===== src/hdl/blg_pkg.sv =====
`timescale 1ns / 1ps
// ----------------------------------------------------------------------------
// Battery level gauge package
// Shared types, constants and register codes for the battery level gauge.
// ----------------------------------------------------------------------------
package blg_pkg;

  localparam int WINDOW      = 8;
  localparam int WIN_AW      = $clog2(WINDOW);
  localparam int SAMPLE_W    = 12;
  localparam int SUM_W       = SAMPLE_W + WIN_AW;
  localparam int RAW_W       = 10;
  localparam int OFS_W       = 8;
  localparam int CALC_W      = SAMPLE_W + 1;
  localparam int LEVEL_W     = 3;
  localparam int EMPTY_CALLS = 4;
  localparam int EC_W        = $clog2(EMPTY_CALLS + 2);
  localparam int CFG_AW      = 3;
  localparam int CFG_DW      = 12;

  localparam logic [SAMPLE_W-1:0] SAMPLE_MAX = '1;

  // Reset values of the configuration registers.
  localparam logic [SAMPLE_W-1:0] TH1_RST    = 12'h00D;
  localparam logic [SAMPLE_W-1:0] TH2_RST    = 12'h01A;
  localparam logic [SAMPLE_W-1:0] TH3_RST    = 12'h035;
  localparam logic [SAMPLE_W-1:0] TH4_RST    = 12'h05C;
  localparam logic [SAMPLE_W-1:0] CAL_RST    = 12'h000;
  localparam logic [OFS_W-1:0]    CHARGE_RST = 8'd15;
  localparam logic [OFS_W-1:0]    LENS_RST   = 8'd23;

  // Configuration register indexes.
  localparam logic [CFG_AW-1:0] REG_TH1    = 3'd0;
  localparam logic [CFG_AW-1:0] REG_TH2    = 3'd1;
  localparam logic [CFG_AW-1:0] REG_TH3    = 3'd2;
  localparam logic [CFG_AW-1:0] REG_TH4    = 3'd3;
  localparam logic [CFG_AW-1:0] REG_CAL    = 3'd4;
  localparam logic [CFG_AW-1:0] REG_CHARGE = 3'd5;
  localparam logic [CFG_AW-1:0] REG_LENS   = 3'd6;

  // Level codes.
  localparam logic [LEVEL_W-1:0] LEVEL_0 = 3'd0;
  localparam logic [LEVEL_W-1:0] LEVEL_1 = 3'd1;
  localparam logic [LEVEL_W-1:0] LEVEL_2 = 3'd2;
  localparam logic [LEVEL_W-1:0] LEVEL_3 = 3'd3;
  localparam logic [LEVEL_W-1:0] LEVEL_4 = 3'd4;

  typedef struct packed {
    logic [RAW_W-1:0] adc_raw;
    logic             charging;
    logic             lens_moving;
  } in_item_t;

  typedef struct packed {
    logic [LEVEL_W-1:0]  level;
    logic                empty_res;
    logic [SAMPLE_W-1:0] average;
  } out_item_t;

  typedef enum logic [1:0] {
    ST_IDLE,
    ST_LOAD,
    ST_SUM,
    ST_COMMIT
  } state_t;

  typedef struct packed {
    logic capture;
    logic load;
    logic accum;
    logic commit;
  } cmd_t;

  typedef struct packed {
    logic last_entry;
  } status_t;

endpackage


===== src/hdl/battery_level_gauge_unit.sv =====
`timescale 1ns / 1ps
// ----------------------------------------------------------------------------
// Battery level gauge
// Windowed battery level detector with debounce and empty detection.
// ----------------------------------------------------------------------------
// Usage:
// Each input beat carries one raw converter sample and the charging and
// lens-moving flags. Each input beat produces exactly one output beat with
// the debounced level, the empty flag and the window mean.
// One sample is in progress at a time; the window sum is built one entry
// per cycle from the eight window registers through a single adder.
// A new sample is taken while the previous result still waits in the output
// register; if the receiver stalls, the block finishes the next sample and
// then holds it until the output register is drained.
// Reset (synchronous, active high) restores the configuration defaults, empties
// the output and restarts the window, which the next sample fills entirely.
// Configuration writes act at once; the user must make them while idle (unchecked).
// ----------------------------------------------------------------------------
module battery_level_gauge_unit
  import blg_pkg::*;
(
  input  logic              clk,
  input  logic              rst,
  input  logic              cfg_we,
  input  logic [CFG_AW-1:0] cfg_index,
  input  logic [CFG_DW-1:0] cfg_data,
  input  logic              in_valid,
  output logic              in_ready,
  input  in_item_t          in_data,
  output logic              out_valid,
  input  logic              out_ready,
  output out_item_t         out_data
);

  cmd_t    cmd;
  status_t sts;

  blg_ctrl u_ctrl (
    .clk       (clk),
    .rst       (rst),
    .in_valid  (in_valid),
    .in_ready  (in_ready),
    .out_valid (out_valid),
    .out_ready (out_ready),
    .sts       (sts),
    .cmd       (cmd)
  );

  blg_dp u_dp (
    .clk       (clk),
    .rst       (rst),
    .cfg_we    (cfg_we),
    .cfg_index (cfg_index),
    .cfg_data  (cfg_data),
    .in_data   (in_data),
    .cmd       (cmd),
    .sts       (sts),
    .out_data  (out_data)
  );

endmodule


===== src/hdl/blg_ctrl.sv =====
`timescale 1ns / 1ps
// ----------------------------------------------------------------------------
// Battery level gauge controller
// Sequences capture, window update, summation and result commit.
// ----------------------------------------------------------------------------
module blg_ctrl
  import blg_pkg::*;
(
  input  logic    clk,
  input  logic    rst,
  input  logic    in_valid,
  output logic    in_ready,
  output logic    out_valid,
  input  logic    out_ready,
  input  status_t sts,
  output cmd_t    cmd
);

  state_t state;
  state_t state_next;
  logic   out_free;

  // The output register can take a new result if it is empty or being drained.
  assign out_free = !out_valid || out_ready;

  always_ff @(posedge clk) begin
    if (rst) begin
      state <= ST_IDLE;
    end else begin
      state <= state_next;
    end
  end

  always_comb begin
    state_next = state;
    unique case (state)
      ST_IDLE: begin
        if (in_valid) state_next = ST_LOAD;
      end
      ST_LOAD: begin
        state_next = ST_SUM;
      end
      ST_SUM: begin
        if (sts.last_entry) state_next = ST_COMMIT;
      end
      ST_COMMIT: begin
        if (out_free) state_next = ST_IDLE;
      end
      default: state_next = ST_IDLE;
    endcase
  end

  always_comb begin
    in_ready    = 1'b0;
    cmd         = '0;
    unique case (state)
      ST_IDLE: begin
        in_ready    = 1'b1;
        cmd.capture = in_valid;
      end
      ST_LOAD: begin
        cmd.load = 1'b1;
      end
      ST_SUM: begin
        cmd.accum = 1'b1;
      end
      ST_COMMIT: begin
        cmd.commit = out_free;
      end
      default: begin
        in_ready = 1'b0;
      end
    endcase
  end

  always_ff @(posedge clk) begin
    if (rst) begin
      out_valid <= 1'b0;
    end else if (cmd.commit) begin
      out_valid <= 1'b1;
    end else if (out_ready) begin
      out_valid <= 1'b0;
    end
  end

endmodule


===== src/hdl/blg_dp.sv =====
`timescale 1ns / 1ps
// ----------------------------------------------------------------------------
// Battery level gauge datapath
// Configuration registers, sample compensation, window, running sum,
// level classification, debounce and empty detection.
// ----------------------------------------------------------------------------
module blg_dp
  import blg_pkg::*;
(
  input  logic              clk,
  input  logic              rst,
  input  logic              cfg_we,
  input  logic [CFG_AW-1:0] cfg_index,
  input  logic [CFG_DW-1:0] cfg_data,
  input  in_item_t          in_data,
  input  cmd_t              cmd,
  output status_t           sts,
  output out_item_t         out_data
);

  logic [SAMPLE_W-1:0] th1;
  logic [SAMPLE_W-1:0] th2;
  logic [SAMPLE_W-1:0] th3;
  logic [SAMPLE_W-1:0] th4;
  logic [SAMPLE_W-1:0] cal_offset;
  logic [OFS_W-1:0]    charge_offset;
  logic [OFS_W-1:0]    lens_offset;

  in_item_t            item;
  logic [SAMPLE_W-1:0] sample_window [WINDOW];
  logic [WIN_AW-1:0]   write_index;
  logic [WIN_AW-1:0]   rd_index;
  logic [SUM_W-1:0]    sum;
  logic                started;
  logic [LEVEL_W-1:0]  previous_level;
  logic [LEVEL_W-1:0]  held_level;
  logic                call_parity;
  logic [EC_W-1:0]     empty_count;

  logic signed [CALC_W-1:0] cal_ext;
  logic signed [CALC_W-1:0] cal_half;
  logic signed [CALC_W-1:0] comp_sum;
  logic [OFS_W-1:0]         add_ofs;
  logic [SAMPLE_W-1:0]      comp;
  logic [SAMPLE_W-1:0]      avg;
  logic [LEVEL_W-1:0]       cur_level;
  logic [LEVEL_W-1:0]       held_next;
  logic [EC_W-1:0]          empty_count_next;
  logic                     empty_flag;

  always_ff @(posedge clk) begin
    if (rst) begin
      th1           <= TH1_RST;
      th2           <= TH2_RST;
      th3           <= TH3_RST;
      th4           <= TH4_RST;
      cal_offset    <= CAL_RST;
      charge_offset <= CHARGE_RST;
      lens_offset   <= LENS_RST;
    end else if (cfg_we) begin
      unique case (cfg_index)
        REG_TH1:    th1           <= cfg_data[SAMPLE_W-1:0];
        REG_TH2:    th2           <= cfg_data[SAMPLE_W-1:0];
        REG_TH3:    th3           <= cfg_data[SAMPLE_W-1:0];
        REG_TH4:    th4           <= cfg_data[SAMPLE_W-1:0];
        REG_CAL:    cal_offset    <= cfg_data[SAMPLE_W-1:0];
        REG_CHARGE: charge_offset <= cfg_data[OFS_W-1:0];
        REG_LENS:   lens_offset   <= cfg_data[OFS_W-1:0];
        default: ;
      endcase
    end
  end

  always_ff @(posedge clk) begin
    if (cmd.capture) begin
      item <= in_data;
    end
  end

  // Half of the calibration offset, rounded toward zero: bias negative
  // values by one before the arithmetic shift.
  assign cal_ext  = signed'({cal_offset[SAMPLE_W-1], cal_offset});
  assign cal_half = (cal_ext + signed'(CALC_W'(cal_offset[SAMPLE_W-1]))) >>> 1;

  always_comb begin
    if (item.charging) begin
      add_ofs = charge_offset;
    end else if (item.lens_moving) begin
      add_ofs = lens_offset;
    end else begin
      add_ofs = '0;
    end
  end

  assign comp_sum = signed'(CALC_W'(item.adc_raw)) + signed'(CALC_W'(add_ofs)) + cal_half;

  // The sum never exceeds the upper bound, so only negatives need clamping.
  assign comp = comp_sum[CALC_W-1] ? '0 : comp_sum[SAMPLE_W-1:0];

  always_ff @(posedge clk) begin
    if (cmd.load) begin
      if (!started) begin
        for (int i = 0; i < WINDOW; i++) begin
          sample_window[i] <= comp;
        end
      end else begin
        sample_window[write_index] <= comp;
      end
    end
  end

  always_ff @(posedge clk) begin
    if (rst) begin
      write_index <= '0;
    end else if (cmd.load && started) begin
      write_index <= write_index + 1'b1;
    end
  end

  always_ff @(posedge clk) begin
    if (cmd.load) begin
      sum      <= '0;
      rd_index <= '0;
    end else if (cmd.accum) begin
      sum      <= sum + SUM_W'(sample_window[rd_index]);
      rd_index <= rd_index + 1'b1;
    end
  end

  assign sts.last_entry = (rd_index == WIN_AW'(WINDOW - 1));

  assign avg = sum[SUM_W-1:WIN_AW];

  always_comb begin
    priority if (avg > th4) cur_level = LEVEL_4;
    else if (avg > th3)     cur_level = LEVEL_3;
    else if (avg > th2)     cur_level = LEVEL_2;
    else if (avg > th1)     cur_level = LEVEL_1;
    else                    cur_level = LEVEL_0;
  end

  // Every second call after reset keeps the held level unless the new level repeats the last one.
  always_comb begin
    if (!started || cur_level == previous_level || !call_parity) begin
      held_next = cur_level;
    end else begin
      held_next = held_level;
    end
  end

  always_comb begin
    empty_count_next = empty_count;
    empty_flag       = 1'b0;
    if (empty_count != '0 || held_next == LEVEL_0) begin
      if (empty_count <= EC_W'(EMPTY_CALLS)) begin
        empty_count_next = empty_count + 1'b1;
      end
      empty_flag = (empty_count_next == EC_W'(EMPTY_CALLS));
    end
  end

  always_ff @(posedge clk) begin
    if (rst) begin
      started        <= 1'b0;
      previous_level <= LEVEL_0;
      held_level     <= LEVEL_0;
      call_parity    <= 1'b0;
      empty_count    <= '0;
    end else if (cmd.commit) begin
      started        <= 1'b1;
      previous_level <= cur_level;
      held_level     <= held_next;
      call_parity    <= !call_parity;
      empty_count    <= empty_count_next;
    end
  end

  always_ff @(posedge clk) begin
    if (cmd.commit) begin
      out_data.level     <= held_next;
      out_data.empty_res <= empty_flag;
      out_data.average   <= avg;
    end
  end

endmodule


===== config.mk =====
export PLATFORM = sky130hd
export DESIGN_NAME = battery_level_gauge_unit
export DESIGN_NICKNAME = d
export VERILOG_FILES = /design/src/hdl/blg_pkg.sv /design/src/hdl/battery_level_gauge_unit.sv /design/src/hdl/blg_ctrl.sv /design/src/hdl/blg_dp.sv
export SDC_FILE = /design/constraint.sdc
export NUM_CORES = 1
export LEC_CHECK = 0
export ABC_CLOCK_PERIOD_IN_PS = 4600
export BUFFER_PORTS_ARGS = -buffer_cell sky130_fd_sc_hd__buf_2
export CAP_MARGIN = 20
export CORE_ASPECT_RATIO = 0.6
export CORE_MARGIN = 3
export CORE_UTILIZATION = 25
export DETAILED_ROUTE_END_ITERATION = 10
export GPL_ROUTABILITY_DRIVEN = 0
export PLACE_DENSITY_LB_ADDON = 0.12
export SLEW_MARGIN = 20
export SYNTH_ARGS = -nofsm -noshare
export SYNTH_HDL_FRONTEND = slang
export SYNTH_SLANG_ARGS = --single-unit

===== constraint.sdc =====
create_clock -name clk -period 4.6 [get_ports clk]
set_clock_uncertainty 0.2 [all_clocks]
set_input_delay 0.23 -clock clk [delete_from_list [all_inputs] [get_ports clk]]
set_output_delay 0.23 -clock clk [all_outputs]
set_load 0.02 [all_outputs]

==> metrics.txt <==
final hold vios=0; min cycle time layout=4.30 ns; post-DR vias/cell=4.53; antenna violations before repair=2; final setup vio count=0; most frequent cells in the layout=nand2_1 (203), edfxtp_1 (124), a21oi_1 (113), dfxtp_1 (113), ha_1 (89); CP max stage delay=~0.51 ns; Overflow after GRT=0; Yosys top cell by area=edfxtp_1; async set or reset register ratio after synthesis=0; Worst Path Max Fanout=11; die area=49,800 um2; Die Span Y=174 um; worst slew pin tran=0.979 ns; Synth Flop Type=edfxtp_1; total power=about 8100 uW; Pre-antenna DRT Iters=7; Max-Cap Viols=0; gr busiest metal=met1; Cells after Synth=approximately 1,100; Post-layout nets=1,337; Total GRT Usage=0.134; RSZ-0062 raised after global routing=false; largest net degree at the start of global routing=30; number of synthesized flops with an enable pin=~120; synthesized area=11,800 um2; Tcrit/Tclk final=0.935; vias in the first global route=8,138; pwr dens=approximately 580 nW/um2; syn_nets=1,242; kind of end point of the critical path=flop; Yosys reg bits=about 240; CP Launch Type=flop; final wirelength=33,400 um; synth top area cells=edfxtp_1 (32%), dfxtp_1 (19%), ha_1 (9.5%), nand2_1 (6.5%), a21oi_1 (4.9%); DRT iter0 DRCs=537; syn avg cell area=between 10 and 15 um2; clock latency on the worst-skew pair=~0.54 ns; Root Buffer=clkbuf_16; CTS Buffer Depth=3; worst setup path category=reg2reg; Detailed Place HPWL=23,600 um; first-pass GRT wire length=51,100 um; status=finished, final reports clean; CTS buffer count=24; post-synth top area share=0.316; worst-path cell chain=nand2_1, o21ai_0, ha_1, fa_1, fa_1, a21o_1, a21oi_1, o21bai_1, a21oi_1, o21bai_1, a21oi_1, o21bai_1, a21oi_2, o21ai_0, buf_4, and2_2; Max Slew Vio Count=0; Worst path slowest cell=fa_1; commonest non-fill, non-tap cell in the layout=nand2_1; ANT cells=0; GR Util met3=0.0210; maximum VDD drop=~0.00021 V; TritonCTS clock tree=yes; Worst Hold Class=in2reg; Core ar.=45,600 um2; Worst slew margin=0.347; met2 usage=0.181; H-Tree Depth=1; DRC viols=0; Die Width=around 290 um; setup tns final=0 ns; Initial Util=0.258; Netlist cell types=69; YS warnings=0; Cell Area, Placed=12,900 um2; Layout area overhead=18.8%; arrival time worst endpoint=4.38 ns; CTS Sinks=about 240; antenna-violating nets left=0; row cnt=60; share of layout cells above drive strength 1=0.156; Reg clk slew, reported paths=0.06 ns; Layout Utilization=0.306; leak pwr=between 0.005 and 0.006 uW; register area share after synthesis=0.510; met1 usage=0.221; Critical Path RT=~4.7 ns; post-route cell area=14,000 um2; IO Count=50; total number of vias=8,383; flop2flop setup slack=0.30 ns; IO buf count=49; WL/cell=around 18 um; fmax=233 MHz
## synthesized netlist by cell type, drive strengths merged (3+ instances only)
cell / n
nand2: 203
edfxtp: 124
a21oi: 118
dfxtp: 114
ha: 89
inv: 77
nor2: 57
nand3: 35
clkbuf: 32
o21ai: 26
xnor2: 25
mux4: 24
o211ai: 17
mux2: 15
and2: 13
nand4: 11
nor3: 11
o21bai: 11
nor2b: 10
xor2: 10
mux2i: 9
a21o: 8
buf: 7
a31oi: 5
nand2b: 5
nand3b: 5
nor4: 5
or3: 5
a211oi: 4
and3: 4
a21boi: 3
fa: 3
o31ai: 3
## report_power, final
part	switching, uW	internal [uW]	total [uW]	leakage [uW]
sequential	228	2970	3200	0.00209
combinational	1710	1130	2840	0.00275
clock	860	1180	2040	0.000380
total	2800	5280	8080	0.00522
## worst paths after layout
kind                 from                        to  cells past startpoint
max reg2reg  u_dp.item[1]  u_dp.sample_window[5][0]                     16
max          u_dp.item[1]  u_dp.sample_window[5][0]                     16
min reg2reg   u_dp.th3[3]               u_dp.th3[3]                      2
min          cfg_index[2]       u_dp.lens_offset[3]                      5
## routing by layer
metal | vias up | wire (um) | part of all wire
met3 | 28 | 1240 | 0.037
met5 | - | 0 | 0
met2 | 130 | 12600 | 0.38
met4 | 0 | 413 | 0.012
met1 | 4050 | 19100 | 0.57
li1 | 4175 | - | -
## critical path, delay by kind of cell (launching register included)
family | cells | cell delay [ns]
DFF | 1 | 0.50
AOI/OAI and AO/OA | 10 | 1.59
buffers and inverters | 1 | 0.18
and+or+nand+nor | 2 | 0.36
adders and majority gates | 3 | 1.20
## logic make-up (layout without fill, tap and decap cells)
group	Yosys count	count (layout)	synth area share
AND/OR/NAND/NOR	372	372	0.141
multiplexers	48	48	0.0682
buffers and inverters	118	230	0.0376
adder cells (fa/ha/maj)	92	92	0.0996
flip-flops	238	238	0.510
AO/OA/AOI/OAI	215	215	0.118
XOR/XNOR	35	35	0.0260
## timing repair
item / in CTS / in global routing
gates resized for setup: 0 / 14
endpoints found under the hold margin: 100 / 0
hold buffers: 28 / 0
buffers inserted: 0 / 3
setup endpoints to repair: 0 / 96
## area by class of cell
cell class	instances	area (um2)
Fill cell	4783	31700
Sequential cell	238	6010
Multi-Input combinational cell	762	5350
Tap cell	620	776
Timing Repair Buffer	108	758
Clock buffer	28	616
Inverter	79	297
Clock inverter	15	183
## registers in the layout, summed over array words and instances (netlist names), 8 cells and up, named ones only
signal	count
u_dp.th4	12
u_dp.sample_window	96
u_dp.th2	12
u_dp.item	12
u_dp.lens_offset	8
u_dp.sum	15
u_dp.cal_offset	12
u_dp.th1	12
u_dp.charge_offset	8
u_dp.out_data	16
u_dp.th3	12
## metrics by stage
stage	worst slack, ns	cells	hold WS, ns
after floorplan	0.405	1118	0.129
after global placement	0.257	1775	0.209
after detailed placement	0.172	1776	0.208
after CTS	0.170	1847	0.0791
after global routing	0.000347	1850	0.121
final	0.300	1850	0.107
Note: power is estimated with default switching activity, not from simulation.
